File: src/design/time_window_trigger_clusterer_assert.svh
// Assertion helpers shared by the clusterer RTL.
// Every macro samples on the rising edge of clk and is disabled while rst_n is low.
`ifndef TIME_WINDOW_TRIGGER_CLUSTERER_ASSERT_SVH
`define TIME_WINDOW_TRIGGER_CLUSTERER_ASSERT_SVH

// The consequent must hold in the same cycle as the antecedent.
`define TWTC_ASSERT_NOW(label, ante, cons, msg) \
  label: assert property (@(posedge clk) disable iff (!rst_n) (ante) |-> (cons)) \
    else $error(msg);

// The consequent must hold in the cycle after the antecedent.
`define TWTC_ASSERT_NEXT(label, ante, cons, msg) \
  label: assert property (@(posedge clk) disable iff (!rst_n) (ante) |=> (cons)) \
    else $error(msg);

`endif

File: src/design/twtc_pkg.sv
package twtc_pkg;

  // Defaults for the top-level parameters.
  localparam int STAT_FRAC_BITS_DEF = 16;
  localparam int TAG_WIDTH_DEF      = 32;

  // Fixed field widths.
  localparam int TIME_W      = 62;
  localparam int STAT_W      = 32;
  localparam int TAG_FIELD_W = 32;
  localparam int IDX_W       = 32;
  localparam int WIN_W       = 40;
  localparam int MODE_W      = 3;

  // Input stream data: end time, seven statistics and the tag, padded to bytes.
  localparam int IN_BITS   = TIME_W + 8 * STAT_W;
  localparam int IN_DATA_W = ((IN_BITS + 7) / 8) * 8;

  // Q16.16 input format, and the width at which a Q16.16 value overflows the score.
  localparam int Q16_FRAC = 16;
  localparam int Q16_OVF_W = 48;

  // The scale factor for the coherent SNR when the null statistic is zero.
  localparam int MEGA_W = 20;
  localparam logic [MEGA_W-1:0] MEGA = MEGA_W'(1000000);
  localparam int PROD_W = STAT_W + MEGA_W;

  // Configuration port.
  localparam int CFG_DATA_W  = 64;
  localparam int CFG_ADDR_W  = 4;
  localparam int CFG_SEL_BIT = 3;
  localparam logic REG_WINDOW = 1'b0;
  localparam logic REG_MODE   = 1'b1;

  // Score selection codes.
  localparam logic [MODE_W-1:0] MODE_SNR        = 3'd0;
  localparam logic [MODE_W-1:0] MODE_EFF_SNR    = 3'd1;
  localparam logic [MODE_W-1:0] MODE_INV_NULL   = 3'd2;
  localparam logic [MODE_W-1:0] MODE_SNR_NULL   = 3'd3;
  localparam logic [MODE_W-1:0] MODE_AUTO_COH   = 3'd4;
  localparam logic [MODE_W-1:0] MODE_CROSS_COH  = 3'd5;
  localparam logic [MODE_W-1:0] MODE_AUTO_NULL  = 3'd6;
  localparam logic [MODE_W-1:0] MODE_CROSS_NULL = 3'd7;

  // Statistics of one trigger as they enter the score unit.
  typedef struct packed {
    logic [STAT_W-1:0] snr;
    logic [STAT_W-1:0] eff_snr;
    logic [STAT_W-1:0] null_stat;
    logic [STAT_W-1:0] auto_coh_sq;
    logic [STAT_W-1:0] cross_coh_sq;
    logic [STAT_W-1:0] auto_null_sq;
    logic [STAT_W-1:0] cross_null_sq;
  } twtc_stats_t;

  // Request from the cluster sequencer to the score unit.
  typedef struct packed {
    logic              start;
    logic [MODE_W-1:0] mode;
  } twtc_req_t;

endpackage

File: src/design/twtc_score.sv
module twtc_score
  import twtc_pkg::*;
#(
  parameter int STAT_FRAC_BITS = STAT_FRAC_BITS_DEF,
  localparam int SCORE_W = 32 + STAT_FRAC_BITS
) (
  input  logic               clk,
  input  logic               rst_n,
  input  twtc_req_t          req,
  input  twtc_stats_t        stats,
  output logic               done,
  output logic [SCORE_W-1:0] score
);

  localparam int DIV_W = SCORE_W;
  localparam int CNT_W = $clog2(DIV_W + 1);
  localparam int REM_W = STAT_W + 1;
  localparam int SH = (STAT_FRAC_BITS >= Q16_FRAC) ? (STAT_FRAC_BITS - Q16_FRAC)
                                                   : (Q16_FRAC - STAT_FRAC_BITS);
  localparam logic [DIV_W-1:0] INV_ONE = DIV_W'(1) << (Q16_FRAC + STAT_FRAC_BITS);

  localparam logic [1:0] S_IDLE = 2'd0;
  localparam logic [1:0] S_DIV  = 2'd1;
  localparam logic [1:0] S_MUL  = 2'd2;

  logic [1:0]         st_r, st_nxt;
  logic [CNT_W-1:0]   cnt_r, cnt_nxt;
  logic               done_r, done_nxt;
  logic [DIV_W-1:0]   quo_r, quo_nxt;
  logic [REM_W-1:0]   rem_r, rem_nxt;
  logic [REM_W-1:0]   den_r, den_nxt;
  logic [PROD_W-1:0]  prod_r, prod_nxt;
  logic [SCORE_W-1:0] score_r, score_nxt;
  logic [REM_W:0]     shifted;
  logic               fits;
  logic [STAT_W-1:0]  ratio_num;
  logic               null_zero;

  // Q16.16 to saturated Q32.STAT_FRAC_BITS, truncating toward zero.
  function automatic logic [SCORE_W-1:0] conv_q16(input logic [PROD_W-1:0] v);
    logic [Q16_OVF_W-1:0] low;
    logic [SCORE_W-1:0]   res;
    low = v[Q16_OVF_W-1:0];
    if (|v[PROD_W-1:Q16_OVF_W]) begin
      res = '1;
    end else if (STAT_FRAC_BITS >= Q16_FRAC) begin
      res = SCORE_W'(low) << SH;
    end else begin
      res = SCORE_W'(low >> SH);
    end
    return res;
  endfunction

  // Numerator of the ratio modes.
  always_comb begin
    unique case (req.mode)
      MODE_SNR_NULL:  ratio_num = stats.snr;
      MODE_AUTO_COH:  ratio_num = stats.auto_coh_sq;
      MODE_CROSS_COH: ratio_num = stats.cross_coh_sq;
      MODE_AUTO_NULL: ratio_num = stats.auto_null_sq;
      default:        ratio_num = stats.cross_null_sq;
    endcase
  end

  assign null_zero = (stats.null_stat == '0);

  // One restoring step of the shared divider: shift in a dividend bit, compare, subtract.
  assign shifted = {rem_r, quo_r[DIV_W-1]};
  assign fits    = (shifted >= {1'b0, den_r});

  // Sequencer around the divider and the SNR scaling multiplier.
  always_comb begin
    st_nxt    = st_r;
    cnt_nxt   = cnt_r;
    done_nxt  = 1'b0;
    quo_nxt   = quo_r;
    rem_nxt   = rem_r;
    den_nxt   = den_r;
    prod_nxt  = prod_r;
    score_nxt = score_r;
    unique case (st_r)
      S_IDLE: begin
        if (req.start) begin
          unique case (req.mode)
            MODE_SNR: begin
              score_nxt = conv_q16(PROD_W'(stats.snr));
              done_nxt  = 1'b1;
            end
            MODE_EFF_SNR: begin
              score_nxt = conv_q16(PROD_W'(stats.eff_snr));
              done_nxt  = 1'b1;
            end
            MODE_INV_NULL: begin
              quo_nxt = INV_ONE;
              rem_nxt = '0;
              den_nxt = {1'b0, stats.null_stat} + REM_W'(1);
              cnt_nxt = CNT_W'(DIV_W);
              st_nxt  = S_DIV;
            end
            MODE_SNR_NULL: begin
              if (null_zero) begin
                prod_nxt = stats.snr * MEGA;
                st_nxt   = S_MUL;
              end else begin
                quo_nxt = DIV_W'(ratio_num) << STAT_FRAC_BITS;
                rem_nxt = '0;
                den_nxt = {1'b0, stats.null_stat};
                cnt_nxt = CNT_W'(DIV_W);
                st_nxt  = S_DIV;
              end
            end
            default: begin
              if (null_zero) begin
                score_nxt = '1;
                done_nxt  = 1'b1;
              end else begin
                quo_nxt = DIV_W'(ratio_num) << STAT_FRAC_BITS;
                rem_nxt = '0;
                den_nxt = {1'b0, stats.null_stat};
                cnt_nxt = CNT_W'(DIV_W);
                st_nxt  = S_DIV;
              end
            end
          endcase
        end
      end
      S_DIV: begin
        rem_nxt = fits ? REM_W'(shifted - {1'b0, den_r}) : shifted[REM_W-1:0];
        quo_nxt = {quo_r[DIV_W-2:0], fits};
        cnt_nxt = cnt_r - CNT_W'(1);
        if (cnt_r == CNT_W'(1)) begin
          score_nxt = {quo_r[DIV_W-2:0], fits};
          done_nxt  = 1'b1;
          st_nxt    = S_IDLE;
        end
      end
      S_MUL: begin
        score_nxt = conv_q16(prod_r);
        done_nxt  = 1'b1;
        st_nxt    = S_IDLE;
      end
      default: begin
        st_nxt = S_IDLE;
      end
    endcase
  end

  // Control state.
  always_ff @(posedge clk) begin
    if (!rst_n) begin
      st_r   <= S_IDLE;
      cnt_r  <= '0;
      done_r <= 1'b0;
    end else begin
      st_r   <= st_nxt;
      cnt_r  <= cnt_nxt;
      done_r <= done_nxt;
    end
  end

  // Datapath registers.
  always_ff @(posedge clk) begin
    quo_r   <= quo_nxt;
    rem_r   <= rem_nxt;
    den_r   <= den_nxt;
    prod_r  <= prod_nxt;
    score_r <= score_nxt;
  end

  assign done  = done_r;
  assign score = score_r;

endmodule

File: src/design/time_window_trigger_clusterer.sv
// Channel  | Direction | Transaction content
// in_      | slave     | one trigger; last_item on in_tlast
// out_     | master    | one emitted cluster; final_cluster on out_tlast
// cfg_     | APB slave | window_ns at byte address 0, stat_mode at byte address 8
//
// A trigger passes the idle, compare and calculation states. The direct SNR scores
// and the zero-null cases need no further score state, scaling the SNR by 1e6 adds
// a multiply state, and a ratio is formed by the restoring divider in twtc_score,
// which retires one quotient bit per cycle. One or both emit states follow for clusters.
// A waiting result sits in the output register while the next trigger is taken.
// An output stall holds the block in its emit state until the register frees up.
// rst_n is synchronous; reset clears the control registers, the held trigger and the count.
`include "time_window_trigger_clusterer_assert.svh"

module time_window_trigger_clusterer
  import twtc_pkg::*;
#(
  parameter int STAT_FRAC_BITS = STAT_FRAC_BITS_DEF,
  parameter int TAG_WIDTH      = TAG_WIDTH_DEF,
  localparam int SCORE_W    = 32 + STAT_FRAC_BITS,
  localparam int OUT_BITS   = TAG_FIELD_W + TIME_W + SCORE_W + IDX_W,
  localparam int OUT_DATA_W = ((OUT_BITS + 7) / 8) * 8
) (
  input  logic                  clk,
  input  logic                  rst_n,
  // end_time_ns, snr, eff_snr, null_stat, auto_coh_sq, cross_coh_sq,
  // auto_null_sq, cross_null_sq, event_tag
  input  logic [IN_DATA_W-1:0]  in_tdata,
  input  logic                  in_tvalid,
  input  logic                  in_tlast,
  output logic                  in_tready,
  // out_tag, out_time_ns, out_statistic, cluster_index
  output logic [OUT_DATA_W-1:0] out_tdata,
  output logic                  out_tvalid,
  output logic                  out_tlast,
  input  logic                  out_tready,
  input  logic                  cfg_psel,
  input  logic                  cfg_penable,
  input  logic                  cfg_pwrite,
  input  logic [CFG_ADDR_W-1:0] cfg_paddr,
  input  logic [CFG_DATA_W-1:0] cfg_pwdata,
  output logic [CFG_DATA_W-1:0] cfg_prdata,
  output logic                  cfg_pready
);

  localparam int TAG_W = (TAG_WIDTH < TAG_FIELD_W) ? TAG_WIDTH : TAG_FIELD_W;
  localparam int TAG_LSB = TIME_W + 7 * STAT_W;

  localparam logic [2:0] ST_IDLE  = 3'd0;
  localparam logic [2:0] ST_CMP   = 3'd1;
  localparam logic [2:0] ST_CALC  = 3'd2;
  localparam logic [2:0] ST_EMIT1 = 3'd3;
  localparam logic [2:0] ST_EMIT2 = 3'd4;

  logic [2:0]         state_r, state_nxt;
  logic               holding_r, holding_nxt;
  logic [IDX_W-1:0]   cnt_r, cnt_nxt;
  logic               out_valid_r, out_valid_nxt;
  logic [WIN_W-1:0]   window_r;
  logic [MODE_W-1:0]  mode_r;

  logic [TIME_W-1:0]  item_time_r;
  logic [TAG_W-1:0]   item_tag_r;
  logic               item_last_r;
  twtc_stats_t        stats_r;
  logic               in_win_r;

  logic [TIME_W-1:0]  held_time_r;
  logic [SCORE_W-1:0] held_score_r;
  logic [TAG_W-1:0]   held_tag_r;

  logic [TIME_W-1:0]  gap_time_r;
  logic [SCORE_W-1:0] gap_score_r;
  logic [TAG_W-1:0]   gap_tag_r;
  logic [IDX_W-1:0]   gap_idx_r;

  logic [TIME_W-1:0]  out_time_r;
  logic [SCORE_W-1:0] out_stat_r;
  logic [TAG_W-1:0]   out_tag_r;
  logic [IDX_W-1:0]   out_idx_r;
  logic               out_last_r;

  logic               in_acc;
  logic               slot_free;
  logic               cfg_wr;
  logic [TIME_W:0]    diff;
  twtc_req_t          score_req;
  logic               score_done;
  logic [SCORE_W-1:0] score_val;
  logic               calc_done;
  logic               gap;
  logic               take;
  logic               load_gap;
  logic               load_fin;

  // Configuration registers; a write completes on the access phase.
  assign cfg_pready = 1'b1;
  assign cfg_wr     = cfg_psel && cfg_penable && cfg_pwrite && cfg_pready;
  assign cfg_prdata = (cfg_paddr[CFG_SEL_BIT] == REG_MODE) ? CFG_DATA_W'(mode_r)
                                                           : CFG_DATA_W'(window_r);

  always_ff @(posedge clk) begin
    if (!rst_n) begin
      window_r <= '0;
      mode_r   <= MODE_SNR;
    end else if (cfg_wr) begin
      if (cfg_paddr[CFG_SEL_BIT] == REG_MODE) begin
        mode_r <= cfg_pwdata[MODE_W-1:0];
      end else begin
        window_r <= cfg_pwdata[WIN_W-1:0];
      end
    end
  end

  // Handshakes.
  assign in_tready = (state_r == ST_IDLE);
  assign in_acc    = in_tvalid && in_tready;
  assign slot_free = !out_valid_r || out_tready;

  // Score unit, started once the trigger has been captured.
  assign score_req.start = (state_r == ST_CMP);
  assign score_req.mode  = mode_r;

  twtc_score #(
    .STAT_FRAC_BITS(STAT_FRAC_BITS)
  ) u_score (
    .clk   (clk),
    .rst_n (rst_n),
    .req   (score_req),
    .stats (stats_r),
    .done  (score_done),
    .score (score_val)
  );

  // Cluster decision when the score arrives.
  assign calc_done = (state_r == ST_CALC) && score_done;
  assign gap       = holding_r && !in_win_r;
  assign take      = !holding_r || gap || (score_val > held_score_r);

  // Time distance to the held trigger; a borrow means the new one is earlier.
  assign diff = {1'b0, item_time_r} - {1'b0, held_time_r};

  // Sequencer.
  always_comb begin
    state_nxt     = state_r;
    holding_nxt   = holding_r;
    cnt_nxt       = cnt_r;
    out_valid_nxt = out_valid_r && !out_tready;
    load_gap      = 1'b0;
    load_fin      = 1'b0;
    unique case (state_r)
      ST_IDLE: begin
        if (in_acc) begin
          state_nxt = ST_CMP;
        end
      end
      ST_CMP: begin
        state_nxt = ST_CALC;
      end
      ST_CALC: begin
        if (score_done) begin
          holding_nxt = 1'b1;
          if (gap) begin
            cnt_nxt   = (cnt_r == '1) ? cnt_r : cnt_r + IDX_W'(1);
            state_nxt = ST_EMIT1;
          end else if (item_last_r) begin
            state_nxt = ST_EMIT2;
          end else begin
            state_nxt = ST_IDLE;
          end
        end
      end
      ST_EMIT1: begin
        if (slot_free) begin
          load_gap      = 1'b1;
          out_valid_nxt = 1'b1;
          state_nxt     = item_last_r ? ST_EMIT2 : ST_IDLE;
        end
      end
      ST_EMIT2: begin
        if (slot_free) begin
          load_fin      = 1'b1;
          out_valid_nxt = 1'b1;
          holding_nxt   = 1'b0;
          cnt_nxt       = '0;
          state_nxt     = ST_IDLE;
        end
      end
      default: begin
        state_nxt = ST_IDLE;
      end
    endcase
  end

  always_ff @(posedge clk) begin
    if (!rst_n) begin
      state_r     <= ST_IDLE;
      holding_r   <= 1'b0;
      cnt_r       <= '0;
      out_valid_r <= 1'b0;
    end else begin
      state_r     <= state_nxt;
      holding_r   <= holding_nxt;
      cnt_r       <= cnt_nxt;
      out_valid_r <= out_valid_nxt;
    end
  end

  // Payload: captured trigger, held trigger, pending gap cluster, output register.
  always_ff @(posedge clk) begin
    if (in_acc) begin
      item_time_r           <= in_tdata[TIME_W-1:0];
      stats_r.snr           <= in_tdata[TIME_W +: STAT_W];
      stats_r.eff_snr       <= in_tdata[TIME_W + STAT_W +: STAT_W];
      stats_r.null_stat     <= in_tdata[TIME_W + 2 * STAT_W +: STAT_W];
      stats_r.auto_coh_sq   <= in_tdata[TIME_W + 3 * STAT_W +: STAT_W];
      stats_r.cross_coh_sq  <= in_tdata[TIME_W + 4 * STAT_W +: STAT_W];
      stats_r.auto_null_sq  <= in_tdata[TIME_W + 5 * STAT_W +: STAT_W];
      stats_r.cross_null_sq <= in_tdata[TIME_W + 6 * STAT_W +: STAT_W];
      item_tag_r            <= in_tdata[TAG_LSB +: TAG_W];
      item_last_r           <= in_tlast;
    end
    if (state_r == ST_CMP) begin
      in_win_r <= diff[TIME_W] || (diff[TIME_W-1:0] < TIME_W'(window_r));
    end
    if (calc_done) begin
      if (gap) begin
        gap_time_r  <= held_time_r;
        gap_score_r <= held_score_r;
        gap_tag_r   <= held_tag_r;
        gap_idx_r   <= cnt_r;
      end
      if (take) begin
        held_time_r  <= item_time_r;
        held_score_r <= score_val;
        held_tag_r   <= item_tag_r;
      end
    end
    if (load_gap) begin
      out_time_r <= gap_time_r;
      out_stat_r <= gap_score_r;
      out_tag_r  <= gap_tag_r;
      out_idx_r  <= gap_idx_r;
      out_last_r <= 1'b0;
    end else if (load_fin) begin
      out_time_r <= held_time_r;
      out_stat_r <= held_score_r;
      out_tag_r  <= held_tag_r;
      out_idx_r  <= cnt_r;
      out_last_r <= 1'b1;
    end
  end

  assign out_tvalid = out_valid_r;
  assign out_tlast  = out_last_r;
  assign out_tdata  = OUT_DATA_W'({out_idx_r, out_stat_r, out_time_r,
                                   TAG_FIELD_W'(out_tag_r)});

  // The final cluster ends the list: nothing held, count back at zero.
  `TWTC_ASSERT_NEXT(a_final_clears, state_r == ST_EMIT2 && slot_free,
    !holding_r && cnt_r == '0 && out_valid_r && out_last_r,
    "final cluster did not clear the held state")
  // A score only comes back while the sequencer waits for it.
  `TWTC_ASSERT_NOW(a_done_in_calc, score_done, state_r == ST_CALC,
    "score unit finished outside the calculation state")
  // Emission always has a trigger held.
  `TWTC_ASSERT_NOW(a_emit_holding, state_r == ST_EMIT1 || state_r == ST_EMIT2, holding_r,
    "emitting a cluster with nothing held")

endmodule

File: config.mk
export PLATFORM = sky130hd
export DESIGN_NAME = time_window_trigger_clusterer
export DESIGN_NICKNAME = d
export VERILOG_FILES = /design/src/design/twtc_pkg.sv /design/src/design/twtc_score.sv /design/src/design/time_window_trigger_clusterer.sv
export VERILOG_INCLUDE_DIRS = /design/src /design/src/design
export SDC_FILE = /design/constraint.sdc
export NUM_CORES = 2
export LEC_CHECK = 0
export ABC_AREA = 1
export BUFFER_PORTS_ARGS = -buffer_cell sky130_fd_sc_hd__buf_4
export CORE_AREA = 2 2 299 331
export CTS_BUF_LIST = sky130_fd_sc_hd__clkbuf_8 sky130_fd_sc_hd__clkbuf_16
export DETAILED_ROUTE_END_ITERATION = 12
export DIE_AREA = 0 0 301 333
export MAX_ROUTING_LAYER = met4
export PLACE_DENSITY_LB_ADDON = 0.15
export SYNTH_ARGS = -nofsm -noshare
export SYNTH_HDL_FRONTEND = slang
export SYNTH_SLANG_ARGS = --single-unit
File: constraint.sdc
create_clock -name clk -period 37.8 [get_ports clk]
set_input_delay 5.67 -clock clk [delete_from_list [all_inputs] [get_ports clk]]
set_output_delay 5.67 -clock clk [all_outputs]
set_load 0.01 [all_outputs]
==> reports/results.env <==
SYNTHESIS.YOSYS.WARNINGS=0
CLOCK_PATH_BUFFERS=3
PIN_COUNT_OF_THE_BIGGEST_NET_ENTERING_GLOBAL_ROUTING=223
AREA_DELTA_SYNTH_FINAL_PCT=16.3
FINAL_LAYOUT_SIZE_SUFFIX_GT1_SHARE_PCT=13.3
ROUTED_WIRE_LENGTH_PER_INSTANCE_UM=20.8
IOPINCOUNT=640
WORST_SETUP_HOLD_PATH_CLK_SLEW_PS=60
GRT_PASS1_VIAS=41600
DR.PASS1.ITERS=6
CTS_HTREE_LEVELS=3
SHARE_OF_SYNTHESIZED_REGISTERS_CARRYING_AN_ASYNC_SET_OR_RESET_PCT=0
TIMING.RR.START='stats_r[193]'
CELL_TYPES_OCCUPYING_THE_MOST_AREA_AFTER_SYNTHESIS='sky130_fd_sc_hd__edfxtp_1, sky130_fd_sc_hd__nand2_1, sky130_fd_sc_hd__ha_1, sky130_fd_sc_hd__inv_1, sky130_fd_sc_hd__fa_1'
R2R.WORST_PATH.CELLS=19
HOLD_VIOL=0
REG2REG_TO='u_score.prod_r[42]'
DP_HPWL_UM=121000
UTILIZATION_PCT=69.3
LAYOUT.CELLS.NON_FILLER=7592
PLACEABLECOREAREA_UM2=96800
HOLD_PATH_DEPTH=0
RSZ0062_AT_GRT='false'
HP-START='held_time_r[56]'
SYNTHESIS.AREA_PER_INSTANCE_UM2=10.3
SYNTH_SEQ_CELLS=1108
CTS.ROOT.BUFFER_CELL='sky130_fd_sc_hd__clkbuf_16'
CLOCK-SINKS=1108
REG2REG_SLACK_PS=31390
CTS-BUFFERS-INSERTED=107
POST_CTS_BUFFERS=0
CLOCK_INSERTION_DELAY_WORST_SKEW_PS=740
ROUTED_WL_UM=158000
WIRE_LENGTH_OF_THE_FIRST_GLOBAL_ROUTING_PASS_UM=239000
HOLDCRITPATHCLASS='reg -> reg'
SYN-INSTANCE-COUNT=5617
SYNTH.TOP_CELL.AREA_SHARE_PCT=53.0
SYNTH_TOP_CELLS_BY_COUNT='sky130_fd_sc_hd__nand2_1, sky130_fd_sc_hd__edfxtp_1, sky130_fd_sc_hd__inv_1'
FINAL_MIN_PERIOD_OVER_CLOCK_PERIOD_PCT=34.6
OVERFLOW=0
SYNTH_AREA_LEADER_CELL='sky130_fd_sc_hd__edfxtp_1'
FINALSETUPTNS_PS=0
DRT_DRC_VIOLATIONS_LEFT=0
DR_WL_MET2_UM=78600
TIMING.CRITICAL_PATH.ARRIVAL_PS=7420
DESIGN.FINAL.NETS=7097
GPL.FINAL_WEIGHTED_CONGESTION=1.03
TIMING.CRITICAL_PATH.REQUIRED_PS=32130
FMAXACHIEVABLE_MHz=76.4
TIGHTEST_SLEW_PS=1140
SLEW_VIOLATIONS=0
TRACK_USAGE_PCT=32.3
CRITICAL_PATH_PEAK_FANOUT=43
DP_CELLS=7392
DRV.MAX_CAP_VIOLATION_COUNT=0
WHS_ENDPOINT='gap_time_r[56]'
INITIAL_ANTENNA_VIOLATION_COUNT=2
STARTPOINT_CLASS_OF_THE_CRITICAL_PATH='input pin'
YOSYS.CELL_COUNT.TOP_TYPE='sky130_fd_sc_hd__nand2_1'
DRT_ITER0_DRC=3497
RUN_STATUS='complete, no violations'
ROW_COUNT=120
WL_MET3_UM=9980
ROUTE.TOP_LAYER_USED='met4'
DIE_X_UM=301
YS.FLOP_TYPE='sky130_fd_sc_hd__edfxtp_1'
PLACEMENT.IO_BUFFERS=583
FLOORPLAN.DIE_AREA_UM2=100000
CTS.REPAIR.RESIZED=0
DIE_H_UM=333
SYNTH_ENABLE_FLOP_CELLS=1018
NETLIST-CELL-TYPE-COUNT=61
SYNTHESIS.AREA_UM2=57700
TRITONCTS='done'
VIA_PER_INST=5.54
ROUTE.ANTENNA.REMAINING_NETS=0
ENDPOINTS_FAILING_SETUP=0
SYNTH_SEQUENTIAL_AREA_RATIO_PCT=56.1
ROUTED-VIA-COUNT=42000
M1WIRELENGTH_UM=63700
TIMING.CRITICAL_PATH.TO_TYPE='output pin'
POST_CTS_HOLD_BUFFER_COUNT=0
INITIAL_CORE_UTIL_PCT=59.6
SETUP.WORST_PATH.CLASS='in -> out'
CRITPATHLAUNCH='cfg_paddr[3]'
FINALCLOCKSKEW_PS=65.8
WORST_SLEW_MARGIN_REL_PCT=23.8
PERIOD_MINUS_SLACK_PS=13090
[worst max-delay path, cell delays in order]
cell and delay [ps]:
sky130_fd_sc_hd__buf_4 440, sky130_fd_sc_hd__inv_1 140, sky130_fd_sc_hd__o21ai_0 870, sky130_fd_sc_hd__buf_4 260
[worst max path at each step]
stage,endpoint,slack (ps),cells after the start
after floorplan,item_last_r,9420,2
after global placement,cfg_prdata[0],24700,4
after detailed placement,cfg_prdata[0],24680,4
after CTS,cfg_prdata[0],24680,4
after global routing,cfg_prdata[0],24470,4
final,cfg_prdata[0],24710,4
[kinds of logic (layout without fill, tap and decap cells)]
group	Yosys count	in the layout	synth area share, %
AND/OR/NAND/NOR	1965	1965	14.0
flip-flops	1108	1108	56.1
buffers and inverters	1031	1697	6.89
AO/OA/AOI/OAI	882	882	8.59
adder cells (fa/ha/maj)	481	481	12.2
XOR/XNOR	148	148	2.25
other	2	30	0.0130
[through the flow]
| stage | hold slack (ps) | setup slack, ps | cell area [um^2] |
|---|---|---|---|
| floorplan | 400 | 9420 | 57800 |
| global placement | 401 | 24700 | 63500 |
| detailed placement | 405 | 24680 | 63500 |
| CTS | 395 | 24680 | 67100 |
| global route | 411 | 24470 | 67100 |
| finish | 399 | 24710 | 67100 |
[metal layers]
metal	vias up	GRT usage, %
li1	20100	-
met1	20100	40.4
met2	1565	54.3
met3	283	4.22
met4	0	11.2
met5	-	-
[placed cells by master (no fill, tap or decap), types with 22 or more instances in the layout]
| cell type | instances |
|---|---|
| sky130_fd_sc_hd__nor3_1 | 75 |
| sky130_fd_sc_hd__inv_1 | 898 |
| sky130_fd_sc_hd__xnor2_1 | 47 |
| sky130_fd_sc_hd__xor2_1 | 101 |
| sky130_fd_sc_hd__edfxtp_1 | 1018 |
| sky130_fd_sc_hd__o2111ai_1 | 32 |
| sky130_fd_sc_hd__o31ai_1 | 33 |
| sky130_fd_sc_hd__conb_1 | 27 |
| sky130_fd_sc_hd__nand2_1 | 1307 |
| sky130_fd_sc_hd__clkbuf_16 | 107 |
| sky130_fd_sc_hd__a31oi_1 | 27 |
| sky130_fd_sc_hd__o21ai_0 | 321 |
| sky130_fd_sc_hd__a21oi_1 | 344 |
| sky130_fd_sc_hd__buf_4 | 620 |
| sky130_fd_sc_hd__ha_1 | 343 |
| sky130_fd_sc_hd__nand3_1 | 115 |
| sky130_fd_sc_hd__nor4_1 | 22 |
| sky130_fd_sc_hd__nand4_1 | 49 |
| sky130_fd_sc_hd__dfxtp_1 | 90 |
| sky130_fd_sc_hd__nor2_1 | 326 |
| sky130_fd_sc_hd__fa_1 | 137 |
| sky130_fd_sc_hd__o22ai_1 | 32 |
[state kept, by name, indices dropped and copies added, names as in the netlist, 6 cells and up]
name and flops:
u_score.rem_r 33, cnt_r 32, u_score.cnt_r 6, out_stat_r 48, window_r 40, item_tag_r 32, u_score.den_r 33, item_time_r 62
gap_time_r 62, held_score_r 48, held_tag_r 32, u_score.score 48, gap_idx_r 32, u_score.prod_r 46, out_tag_r 32, gap_score_r 48
held_time_r 62, out_idx_r 32, gap_tag_r 32, out_time_r 62, stats_r 224, u_score.quo_r 48
[final cells by class]
cell class	count	area, um^2
Sequential cell	1108	32400
Inverter	879	3300
Timing Repair Buffer	621	4670
Clock inverter	86	850
Antenna cell	3	7.51
Multi-Input combinational cell	3503	21600
Tap cell	1281	1600
Fill cell	7224	29700
Clock buffer	111	2730
Power is left out: the tool's default activity adds up to more than one toggle a clock period on the data nets, which glitch-free logic cannot reach.
